**config.mk**
```make
export PLATFORM = sky130hd
export DESIGN_NAME = button_debounce_long_press
export DESIGN_NICKNAME = d
export VERILOG_FILES = /design/src/design/bdlp_pkg.sv /design/src/design/bdlp_lane.sv /design/src/design/bdlp_merge.sv /design/src/design/bdlp_cfg.sv /design/src/design/bdlp_skid.sv /design/src/design/button_debounce_long_press.sv
export SDC_FILE = /design/constraint.sdc
export NUM_CORES = 1
export LEC_CHECK = 0
export ABC_AREA = 1
export CAP_MARGIN = 15
export CORE_ASPECT_RATIO = 0.75
export CORE_UTILIZATION = 25
export CTS_CLUSTER_DIAMETER = 120
export DETAILED_ROUTE_END_ITERATION = 12
export DONT_BUFFER_PORTS = 1
export PLACE_DENSITY = 0.35
export SLEW_MARGIN = 30
export SYNTH_ARGS = -nofsm -noshare
export SYNTH_HDL_FRONTEND = slang
export SYNTH_HIERARCHICAL = 1
export SYNTH_SLANG_ARGS = --single-unit
```
**constraint.sdc**
```tcl
create_clock -name clock -period 7.8 [get_ports clock]
set_clock_uncertainty 0.05 [all_clocks]
set_input_delay 0.78 -clock clock [delete_from_list [all_inputs] [get_ports clock]]
set_output_delay 0.78 -clock clock [all_outputs]
set_load 0.02 [all_outputs]
```
**src/design/bdlp_pkg.sv**
```systemverilog
// ----------------------------------------------------------------------------
// bdlp_pkg
// shared types and constants of the button debounce / long press block
// ----------------------------------------------------------------------------
`timescale 1ns / 1ps

package bdlp_pkg;

   localparam int PORT_BITS   = 6;   // buttons visible on the ports
   localparam int CODE_W      = 4;
   localparam int CSR_IDX_W   = 2;
   localparam int CSR_DATA_W  = 16;
   localparam int DEB_TICK_W  = 8;
   localparam int HOLD_W      = 16;

   // register indexes
   localparam logic [CSR_IDX_W-1:0] CSR_DEBOUNCE_MS   = 2'd0;
   localparam logic [CSR_IDX_W-1:0] CSR_LONG_PRESS_MS = 2'd1;
   localparam logic [CSR_IDX_W-1:0] CSR_LONG_ENABLE   = 2'd2;

   // time limits and defaults in ms, and the default long enable mask
   localparam logic [CSR_DATA_W-1:0] DEB_MS_MAX      = 16'd1000;
   localparam logic [CSR_DATA_W-1:0] DEB_MS_DEFAULT  = 16'd30;
   localparam logic [CSR_DATA_W-1:0] LONG_MS_MIN     = 16'd200;
   localparam logic [CSR_DATA_W-1:0] LONG_MS_MAX     = 16'd30000;
   localparam logic [CSR_DATA_W-1:0] LONG_MS_DEFAULT = 16'd3000;
   localparam logic [PORT_BITS-1:0]  LONG_EN_DEFAULT = 6'd39;

   localparam logic [DEB_TICK_W-1:0] DEB_COUNT_MAX = 8'hFF;
   localparam logic [HOLD_W-1:0]     HOLD_MAX      = 16'hFFFF;

   typedef struct packed {
      logic [DEB_TICK_W-1:0] settle_ticks;
      logic [HOLD_W-1:0]     hold_limit;
      logic [PORT_BITS-1:0]  long_en;
   } bdlp_cfg_type;

   typedef struct packed {
      logic pressed;
      logic long_held;
      logic short_ev;
      logic long_ev;
   } bdlp_lane_stat_type;

   // first member sits in the top bits
   typedef struct packed {
      logic [PORT_BITS-1:0] long_held_mask;
      logic [PORT_BITS-1:0] pressed_mask;
      logic [CODE_W-1:0]    event_code;
   } bdlp_rsp_type;

endpackage

```
**src/design/bdlp_lane.sv**
```systemverilog
// ----------------------------------------------------------------------------
// bdlp_lane
// debounce, hold counter and event detection for one button
// ----------------------------------------------------------------------------
`timescale 1ns / 1ps

module bdlp_lane
   import bdlp_pkg::*;
(
   input  logic               clock,
   input  logic               reset,
   input  logic               step_en,
   input  logic               raw,
   input  logic               long_en,
   input  logic [DEB_TICK_W-1:0] settle_ticks,
   input  logic [HOLD_W-1:0]  hold_limit,
   output bdlp_lane_stat_type stat
);

   logic [DEB_TICK_W-1:0] debounce_count_ff, debounce_count_in, dc_next;
   logic [HOLD_W-1:0]     hold_count_ff, hold_count_in, hc_next;
   logic                  is_pressed_ff, is_pressed_in;
   logic                  long_done_ff, long_done_in;
   logic                  fire;

   always_comb begin
      dc_next = debounce_count_ff;
      if ((debounce_count_ff != DEB_COUNT_MAX) && (debounce_count_ff < settle_ticks)) begin
         dc_next = debounce_count_ff + 1'b1;
      end
      hc_next = (hold_count_ff != HOLD_MAX) ? hold_count_ff + 1'b1 : hold_count_ff;
      fire    = (hc_next == hold_limit) && !long_done_ff && long_en;

      debounce_count_in = debounce_count_ff;
      hold_count_in     = hold_count_ff;
      is_pressed_in     = is_pressed_ff;
      long_done_in      = long_done_ff;
      stat              = '0;

      if (raw) begin
         debounce_count_in = dc_next;
         if (dc_next >= settle_ticks) begin
            is_pressed_in  = 1'b1;
            hold_count_in  = hc_next;
            stat.pressed   = 1'b1;
            stat.long_held = long_done_ff || (hc_next >= hold_limit);
            stat.long_ev   = fire;
            if (fire) begin
               long_done_in = 1'b1;
            end
         end
      end else begin
         // release is immediate, no debounce
         if (is_pressed_ff) begin
            stat.short_ev = !long_done_ff;
            is_pressed_in = 1'b0;
            hold_count_in = '0;
            long_done_in  = 1'b0;
         end
         debounce_count_in = '0;
      end
   end

   always_ff @(posedge clock) begin
      if (reset) begin
         debounce_count_ff <= '0;
         hold_count_ff     <= '0;
         is_pressed_ff     <= 1'b0;
         long_done_ff      <= 1'b0;
      end else if (step_en) begin
         debounce_count_ff <= debounce_count_in;
         hold_count_ff     <= hold_count_in;
         is_pressed_ff     <= is_pressed_in;
         long_done_ff      <= long_done_in;
      end
   end

endmodule

```
**src/design/bdlp_merge.sv**
```systemverilog
// ----------------------------------------------------------------------------
// bdlp_merge
// picks the lowest-numbered event and gathers the button masks
// ----------------------------------------------------------------------------
`timescale 1ns / 1ps

module bdlp_merge
   import bdlp_pkg::*;
#(
   parameter int NUM_BUTTONS = 6
)(
   input  bdlp_lane_stat_type stat [NUM_BUTTONS],
   output bdlp_rsp_type       rsp
);

   logic [CODE_W-1:0]    code;
   logic [PORT_BITS-1:0] pr_mask, lh_mask;

   // walk from the top so the lowest button wins
   always_comb begin
      code = '0;
      for (int i = NUM_BUTTONS - 1; i >= 0; i--) begin
         if (stat[i].short_ev) begin
            code = CODE_W'(i + 1);
         end else if (stat[i].long_ev) begin
            code = CODE_W'(NUM_BUTTONS + 1 + i);
         end
      end
   end

   for (genvar g = 0; g < PORT_BITS; g++) begin : g_mask
      if (g < NUM_BUTTONS) begin : g_on
         assign pr_mask[g] = stat[g].pressed;
         assign lh_mask[g] = stat[g].long_held;
      end else begin : g_off
         assign pr_mask[g] = 1'b0;
         assign lh_mask[g] = 1'b0;
      end
   end

   assign rsp.event_code     = code;
   assign rsp.pressed_mask   = pr_mask;
   assign rsp.long_held_mask = lh_mask;

endmodule

```
**src/design/bdlp_cfg.sv**
```systemverilog
// ----------------------------------------------------------------------------
// bdlp_cfg
// register file: invalid times take defaults; converts to scan ticks on write
// ----------------------------------------------------------------------------
`timescale 1ns / 1ps

module bdlp_cfg
   import bdlp_pkg::*;
#(
   parameter int SCAN_PERIOD_MS = 10
)(
   input  logic                  clock,
   input  logic                  reset,
   input  logic                  wr_en,
   input  logic [CSR_IDX_W-1:0]  wr_index,
   input  logic [CSR_DATA_W-1:0] wr_data,
   output bdlp_cfg_type          cfg
);

   // ms / period as a multiply by a rounded-up reciprocal, exact for 16-bit ms
   localparam int SHIFT   = CSR_DATA_W + $clog2(SCAN_PERIOD_MS);
   localparam int RECIP   = ((1 << SHIFT) + SCAN_PERIOD_MS - 1) / SCAN_PERIOD_MS;
   localparam int RECIP_W = CSR_DATA_W + 2;
   localparam int PROD_W  = CSR_DATA_W + RECIP_W;
   localparam int DEB_RST_Q  = int'(DEB_MS_DEFAULT) / SCAN_PERIOD_MS;
   localparam int LONG_RST_Q = int'(LONG_MS_DEFAULT) / SCAN_PERIOD_MS;
   localparam int DEB_RST    = (DEB_RST_Q == 0) ? 1 : DEB_RST_Q;
   localparam int LONG_RST   = (LONG_RST_Q == 0) ? 1 : LONG_RST_Q;

   logic [CSR_DATA_W-1:0] deb_ms, long_ms, ms_sel;
   logic [PROD_W-1:0]     prod, prod_sh;
   logic [HOLD_W-1:0]     ticks;
   logic [DEB_TICK_W-1:0] settle_ticks_ff, settle_ticks_in;
   logic [HOLD_W-1:0]     hold_limit_ff, hold_limit_in;
   logic [PORT_BITS-1:0]  long_en_ff, long_en_in;

   always_comb begin
      deb_ms  = ((wr_data == '0) || (wr_data > DEB_MS_MAX)) ? DEB_MS_DEFAULT : wr_data;
      long_ms = ((wr_data < LONG_MS_MIN) || (wr_data > LONG_MS_MAX)) ?
                LONG_MS_DEFAULT : wr_data;
      ms_sel  = (wr_index == CSR_DEBOUNCE_MS) ? deb_ms : long_ms;
      prod    = PROD_W'(ms_sel) * PROD_W'(RECIP_W'(RECIP));
      prod_sh = prod >> SHIFT;
      ticks   = (prod_sh[HOLD_W-1:0] == '0) ? HOLD_W'(1) : prod_sh[HOLD_W-1:0];

      settle_ticks_in = settle_ticks_ff;
      hold_limit_in   = hold_limit_ff;
      long_en_in      = long_en_ff;
      if (wr_en) begin
         case (wr_index)
            CSR_DEBOUNCE_MS:   settle_ticks_in = ticks[DEB_TICK_W-1:0];
            CSR_LONG_PRESS_MS: hold_limit_in   = ticks;
            CSR_LONG_ENABLE:   long_en_in      = wr_data[PORT_BITS-1:0];
            default: ;
         endcase
      end
   end

   always_ff @(posedge clock) begin
      if (reset) begin
         settle_ticks_ff <= DEB_TICK_W'(DEB_RST);
         hold_limit_ff   <= HOLD_W'(LONG_RST);
         long_en_ff      <= LONG_EN_DEFAULT;
      end else begin
         settle_ticks_ff <= settle_ticks_in;
         hold_limit_ff   <= hold_limit_in;
         long_en_ff      <= long_en_in;
      end
   end

   assign cfg.settle_ticks = settle_ticks_ff;
   assign cfg.hold_limit   = hold_limit_ff;
   assign cfg.long_en      = long_en_ff;

endmodule

```
**src/design/bdlp_skid.sv**
```systemverilog
// ----------------------------------------------------------------------------
// bdlp_skid
// output register with a skid entry so input and output stall independently
// ----------------------------------------------------------------------------
`timescale 1ns / 1ps

module bdlp_skid
   import bdlp_pkg::*;
(
   input  logic         clock,
   input  logic         reset,
   input  logic         in_valid,
   output logic         in_ready,
   input  bdlp_rsp_type in_data,
   output logic         out_valid,
   input  logic         out_ready,
   output bdlp_rsp_type out_data
);

   logic         out_valid_ff, out_valid_in;
   logic         skid_valid_ff, skid_valid_in;
   bdlp_rsp_type out_data_ff, out_data_in;
   bdlp_rsp_type skid_data_ff, skid_data_in;
   logic         in_fire, out_fire;

   assign in_ready = !skid_valid_ff;
   assign in_fire  = in_valid && in_ready;
   assign out_fire = out_valid_ff && out_ready;

   always_comb begin
      out_valid_in  = out_valid_ff;
      skid_valid_in = skid_valid_ff;
      out_data_in   = out_data_ff;
      skid_data_in  = skid_data_ff;
      if (out_fire) begin
         if (skid_valid_ff) begin
            out_data_in   = skid_data_ff;
            skid_valid_in = 1'b0;
         end else if (in_fire) begin
            out_data_in = in_data;
         end else begin
            out_valid_in = 1'b0;
         end
      end else if (in_fire) begin
         if (!out_valid_ff) begin
            out_data_in  = in_data;
            out_valid_in = 1'b1;
         end else begin
            skid_data_in  = in_data;
            skid_valid_in = 1'b1;
         end
      end
   end

   always_ff @(posedge clock) begin
      if (reset) begin
         out_valid_ff  <= 1'b0;
         skid_valid_ff <= 1'b0;
      end else begin
         out_valid_ff  <= out_valid_in;
         skid_valid_ff <= skid_valid_in;
      end
   end

   always_ff @(posedge clock) begin
      out_data_ff  <= out_data_in;
      skid_data_ff <= skid_data_in;
   end

   assign out_valid = out_valid_ff;
   assign out_data  = out_data_ff;

endmodule

```
**src/design/button_debounce_long_press.sv**
```systemverilog
// ----------------------------------------------------------------------------
// button_debounce_long_press
// six-button debouncer with short and long press events
// ----------------------------------------------------------------------------
// usage:
//   req_ carries one beat per scan tick with the raw button levels; every
//   request beat produces exactly one rsp_ beat with the event code and the
//   pressed and long-held masks for that tick
//   csr_ writes debounce time, long-press time (both in ms) and the long
//   event enable mask; out-of-range times take the defaults and turn into
//   ticks as written, so a tick may follow the write in the very next cycle
// throughput and output register:
//   one beat per cycle sustained while rsp_tready is high; the result is
//   registered in the output register behind the lane logic
// reset:
//   all button state clears, registers return to 30 ms / 3000 ms / mask 39,
//   no result is pending and req_tready is high
// stalls:
//   a two-entry output stage holds results while rsp_tready is low; the
//   block takes one more request beat and then drops req_tready
// ----------------------------------------------------------------------------
`timescale 1ns / 1ps

module button_debounce_long_press
   import bdlp_pkg::*;
#(
   parameter int NUM_BUTTONS    = 6,
   parameter int SCAN_PERIOD_MS = 10
)(
   input  logic        clock,
   input  logic        reset,
   // request stream
   input  logic        req_tvalid,
   output logic        req_tready,
   input  logic [7:0]  req_tdata,   // [5:0] raw_pressed, [7:6] zero
   // result stream
   output logic        rsp_tvalid,
   input  logic        rsp_tready,
   output logic [15:0] rsp_tdata,   // [3:0] event_code, [9:4] pressed_mask,
                                    // [15:10] long_held_mask
   // register writes
   input  logic                  csr_valid,
   output logic                  csr_ready,
   input  logic [CSR_IDX_W-1:0]  csr_index,
   input  logic [CSR_DATA_W-1:0] csr_data
);

   bdlp_cfg_type       cfg;
   bdlp_lane_stat_type lane_stat [NUM_BUTTONS];
   bdlp_rsp_type       merged, rsp_out;
   logic               req_fire;

   // registers never stall
   assign csr_ready = 1'b1;

   // a lane steps only on an accepted request beat
   assign req_fire = req_tvalid && req_tready;

   bdlp_cfg #(
      .SCAN_PERIOD_MS(SCAN_PERIOD_MS)
   ) u_cfg (
      .clock   (clock),
      .reset   (reset),
      .wr_en   (csr_valid && csr_ready),
      .wr_index(csr_index),
      .wr_data (csr_data),
      .cfg     (cfg)
   );

   // one lane per button; lanes past the port width see no press
   for (genvar g = 0; g < NUM_BUTTONS; g++) begin : g_lane
      logic lane_raw, lane_en;
      if (g < PORT_BITS) begin : g_port
         assign lane_raw = req_tdata[g];
         assign lane_en  = cfg.long_en[g];
      end else begin : g_none
         assign lane_raw = 1'b0;
         assign lane_en  = 1'b0;
      end

      bdlp_lane u_lane (
         .clock       (clock),
         .reset       (reset),
         .step_en     (req_fire),
         .raw         (lane_raw),
         .long_en     (lane_en),
         .settle_ticks(cfg.settle_ticks),
         .hold_limit  (cfg.hold_limit),
         .stat        (lane_stat[g])
      );
   end

   // lowest button event wins, masks gathered from all lanes
   bdlp_merge #(
      .NUM_BUTTONS(NUM_BUTTONS)
   ) u_merge (
      .stat(lane_stat),
      .rsp (merged)
   );

   bdlp_skid u_skid (
      .clock    (clock),
      .reset    (reset),
      .in_valid (req_tvalid),
      .in_ready (req_tready),
      .in_data  (merged),
      .out_valid(rsp_tvalid),
      .out_ready(rsp_tready),
      .out_data (rsp_out)
   );

   assign rsp_tdata = {rsp_out.long_held_mask, rsp_out.pressed_mask, rsp_out.event_code};

endmodule

```
==> results.sh <==
export IMPL_ctsRootBufferMaster="clkbuf_16"
export IMPL_ys_types=45
export IMPL_gr_total_overflow=0
export IMPL_postCtsSetupRepairBufs=0
export IMPL_gp_routability_congestion=0.803
export IMPL_clk_pin_slew_ns=0.06
export IMPL_viasPerCell=4.44
export IMPL_io_buffers=0
export IMPL_row_count=96
export IMPL_clockBufferDepth=3
export IMPL_synth_area_um2=23500
export IMPL_max_stage_delay_ns=0.57
export IMPL_slew_violations=0
export IMPL_yosys_warnings=6
export IMPL_relSlewSlack_pct=35.6
export IMPL_cts_tree="done"
export IMPL_power_density_nw_per_um2=348
export IMPL_core_area_um2=92200
export IMPL_initial_core_util_pct=25.5
export IMPL_synth_seq_cells=217
export IMPL_synthArstFlopShare_pct=0
export IMPL_yosysMostFrequentCell="nand2_1"
export IMPL_post_synth_cell_area_avg_um2=6.79
export IMPL_multiInputGateArea_um2=16000
export IMPL_dr_pass1_iters=5
export IMPL_die_h_um=267
export IMPL_finalHoldViolations=0
export IMPL_crit_family="adder cells"
export IMPL_synth_edf_count=32
export IMPL_arrival_ns=7.40
export IMPL_cts_resized=0
export IMPL_antenna_left=0
export IMPL_area_delta_synth_final_pct=9.79
export IMPL_die_w_um=356
export IMPL_cp_common_cell="nand2_1"
export IMPL_path_buf_inv=7
export IMPL_drive_gt1_share_pct=6.59
export IMPL_rsz0062_at_grt="no"
export IMPL_placed_area_um2=24800
export IMPL_drt_iter0_drc=1240
export IMPL_post_route_period_util_pct=88.4
export IMPL_crit_required_ns=8.31
export IMPL_fin_area_um2=25800
export IMPL_setup_viol=0
export IMPL_synth_commonest_cells="nand2_1 (828), inv_1 (606), ha_1 (331)"
export IMPL_synthFlopType="dfxtp_1"
export IMPL_yosysTopAreaCell="ha_1"
export IMPL_die_area_um2=95200
export IMPL_critPathLaunchType="input pin"
export IMPL_synth_cells=3461
export IMPL_post_route_util_pct=28.0
export IMPL_vias=20900
export IMPL_netlist_top_cells_area="ha_1 (18%), dfxtp_1 (16%), nand2_1 (13%)"
export IMPL_grt_pass1_vias=20600
export IMPL_cts_buffers_inserted=28
export IMPL_regArea_um2=4660
export IMPL_synth_seq_area_share_pct=19.9
export IMPL_drt_wl_total_mm=76.9
export IMPL_total_power_mw=8.97
export IMPL_ios=50
export IMPL_grt_pass1_wl_mm=123
export IMPL_min_period_ns=6.89
export IMPL_wire_per_inst_um=16.4
export IMPL_drc=0
export IMPL_htreeDepth=1
export IMPL_clock_latency_ns=0.61
export IMPL_clock_sinks=217
export IMPL_antenna_found_initial=4
export IMPL_nNetsFinal=3895
export IMPL_outcome="completed"
export IMPL_antenna_cells=0
export IMPL_end_kind="flop"
export IMPL_worst_setup_path_type="input pin to flop"
export IMPL_crit_slowest_cell="fa_1"
export IMPL_synth_top_area_share_pct=17.6
export IMPL_hpwl_mm=60.4
export IMPL_hp_class="input pin to flop"
export IMPL_crit_fanout=6
export IMPL_fmax_mhz=145
export IMPL_p_leak_nw=12.2
export IMPL_ir_drop_mv=0.282
export IMPL_grt_max_degree=173
export IMPL_track_usage_pct=16.5
export IMPL_cts_hold_buf=0
export IMPL_tns_ns=0
export IMPL_fill_cells=10300
export IMPL_worstMarginPinSlew_ns=0.965
export IMPL_cap_violations=0
-- routing by layer --
metal	vias up	global-route usage, %	part of all wire, %	wire [um]
met5	-	0	0	0
met1	9478	26.3	57	44000
met3	48	2.17	3.6	2780
met4	0	2.01	1.2	945
li1	11100	-	-	-
met2	240	23.3	38	29200
-- power by group --
part | internal [mW] | switching (mW)
clock network | 0.816 | 0.586
registers | 1.27 | 0.214
logic | 2.16 | 3.92
total | 4.25 | 4.72
-- metrics by stage --
stage	instances	worst slack, ns	hold slack [ns]
2_1_floorplan	3470	0.874	0.371
3_3_place_gp	4650	0.249	0.439
3_5_place_dp	4650	0.285	0.434
4_1_cts	4702	0.973	0.161
5_1_grt	4702	0.406	0.177
6_report	4702	0.908	0.228
-- logic make-up (layout without fill, tap and decap cells) --
family	Yosys count	after routing	synth area share, %
simple gates	1617	1617	31.0
buf+inv	718	725	12.3
compound gates	430	430	10.1
fa+ha+maj	409	409	24.3
flops	217	217	19.9
xor+xnor	67	67	2.50
other cells	3	12	0.0479
-- cell type report --
type,count,share of cell area (%)
sequential,217,18.1
inverter,642,9.34
timing repair buffer,31,0.902
clock inverter,15,0.684
tap,1225,5.94
multi-input combinational,2535,62.0
clock buffer,37,3.08
-- layout by cell type, fill, tap and decap left out, types with 23 or more instances in the layout --
cell,count
nand2_1,828
inv_1,606
ha_1,331
a21oi_1,268
nor2_1,258
nand3_1,254
dfxtp_1,185
nand4_1,108
o21ai_0,81
fa_1,78
xor2_1,38
nand2_2,36
and2_1,36
edfxtp_1,32
buf_4,31
xnor2_1,29
clkbuf_16,28
nand3_2,24
inv_2,23
-- worst reg2reg max path, stage by stage (launching register included) --
cell,delay (ns)
dfxtp_1,0.83
inv_1,0.17
ha_1,0.34
nand2_1,0.07
nor2_1,0.13
nand2_1,0.26
nand2_1,0.23
nand2_1,0.08
and2_1,0.17
ha_1,0.29
nand2_1,0.06
inv_1,0.06
o21ai_0,0.08
nand3_1,0.08
nand2_1,0.05
nand2_1,0.10
nand2_1,0.13
nor2_1,0.36
inv_1,0.10
nand2_1,0.08
nand2_1,0.04
nand2_1,0.05
nand2_1,0.05
nand2_1,0.05
nand2_1,0.04
a21oi_1,0.29
nand2_1,0.09
nand2_1,0.15
-- worst paths after layout --
check / start / end / slack [ns] / cells past startpoint
setup / recovery: csr_data[4] / u_cfg/hold_limit_ff[0] / 0.91 / 38
hold / removal: reset / g_lane[1].u_lane/debounce_count_ff[0] / 0.23 / 1
setup reg to reg: u_cfg/settle_ticks_ff[7] / u_skid/out_data[3] / 3.17 / 27
hold reg to reg: g_lane[0].u_lane/is_pressed_ff / g_lane[0].u_lane/is_pressed_ff / 0.44 / 2
-- registers in the layout (all words and copies together) (netlist names) --
name                             flops
g_lane.u_lane/hold_count_ff         96
g_lane.u_lane/debounce_count_ff     48
u_skid/out_data                     16
u_skid/skid_data_ff                 16
u_cfg/hold_limit_ff                 13
u_cfg/settle_ticks_ff                8
g_lane.u_lane/is_pressed_ff          6
g_lane.u_lane/long_done_ff           6
u_cfg/long_en_ff                     6
u_skid/out_valid                     1
u_skid/skid_valid_ff                 1
No activity file was read; power rests on OpenSTA's default activity.
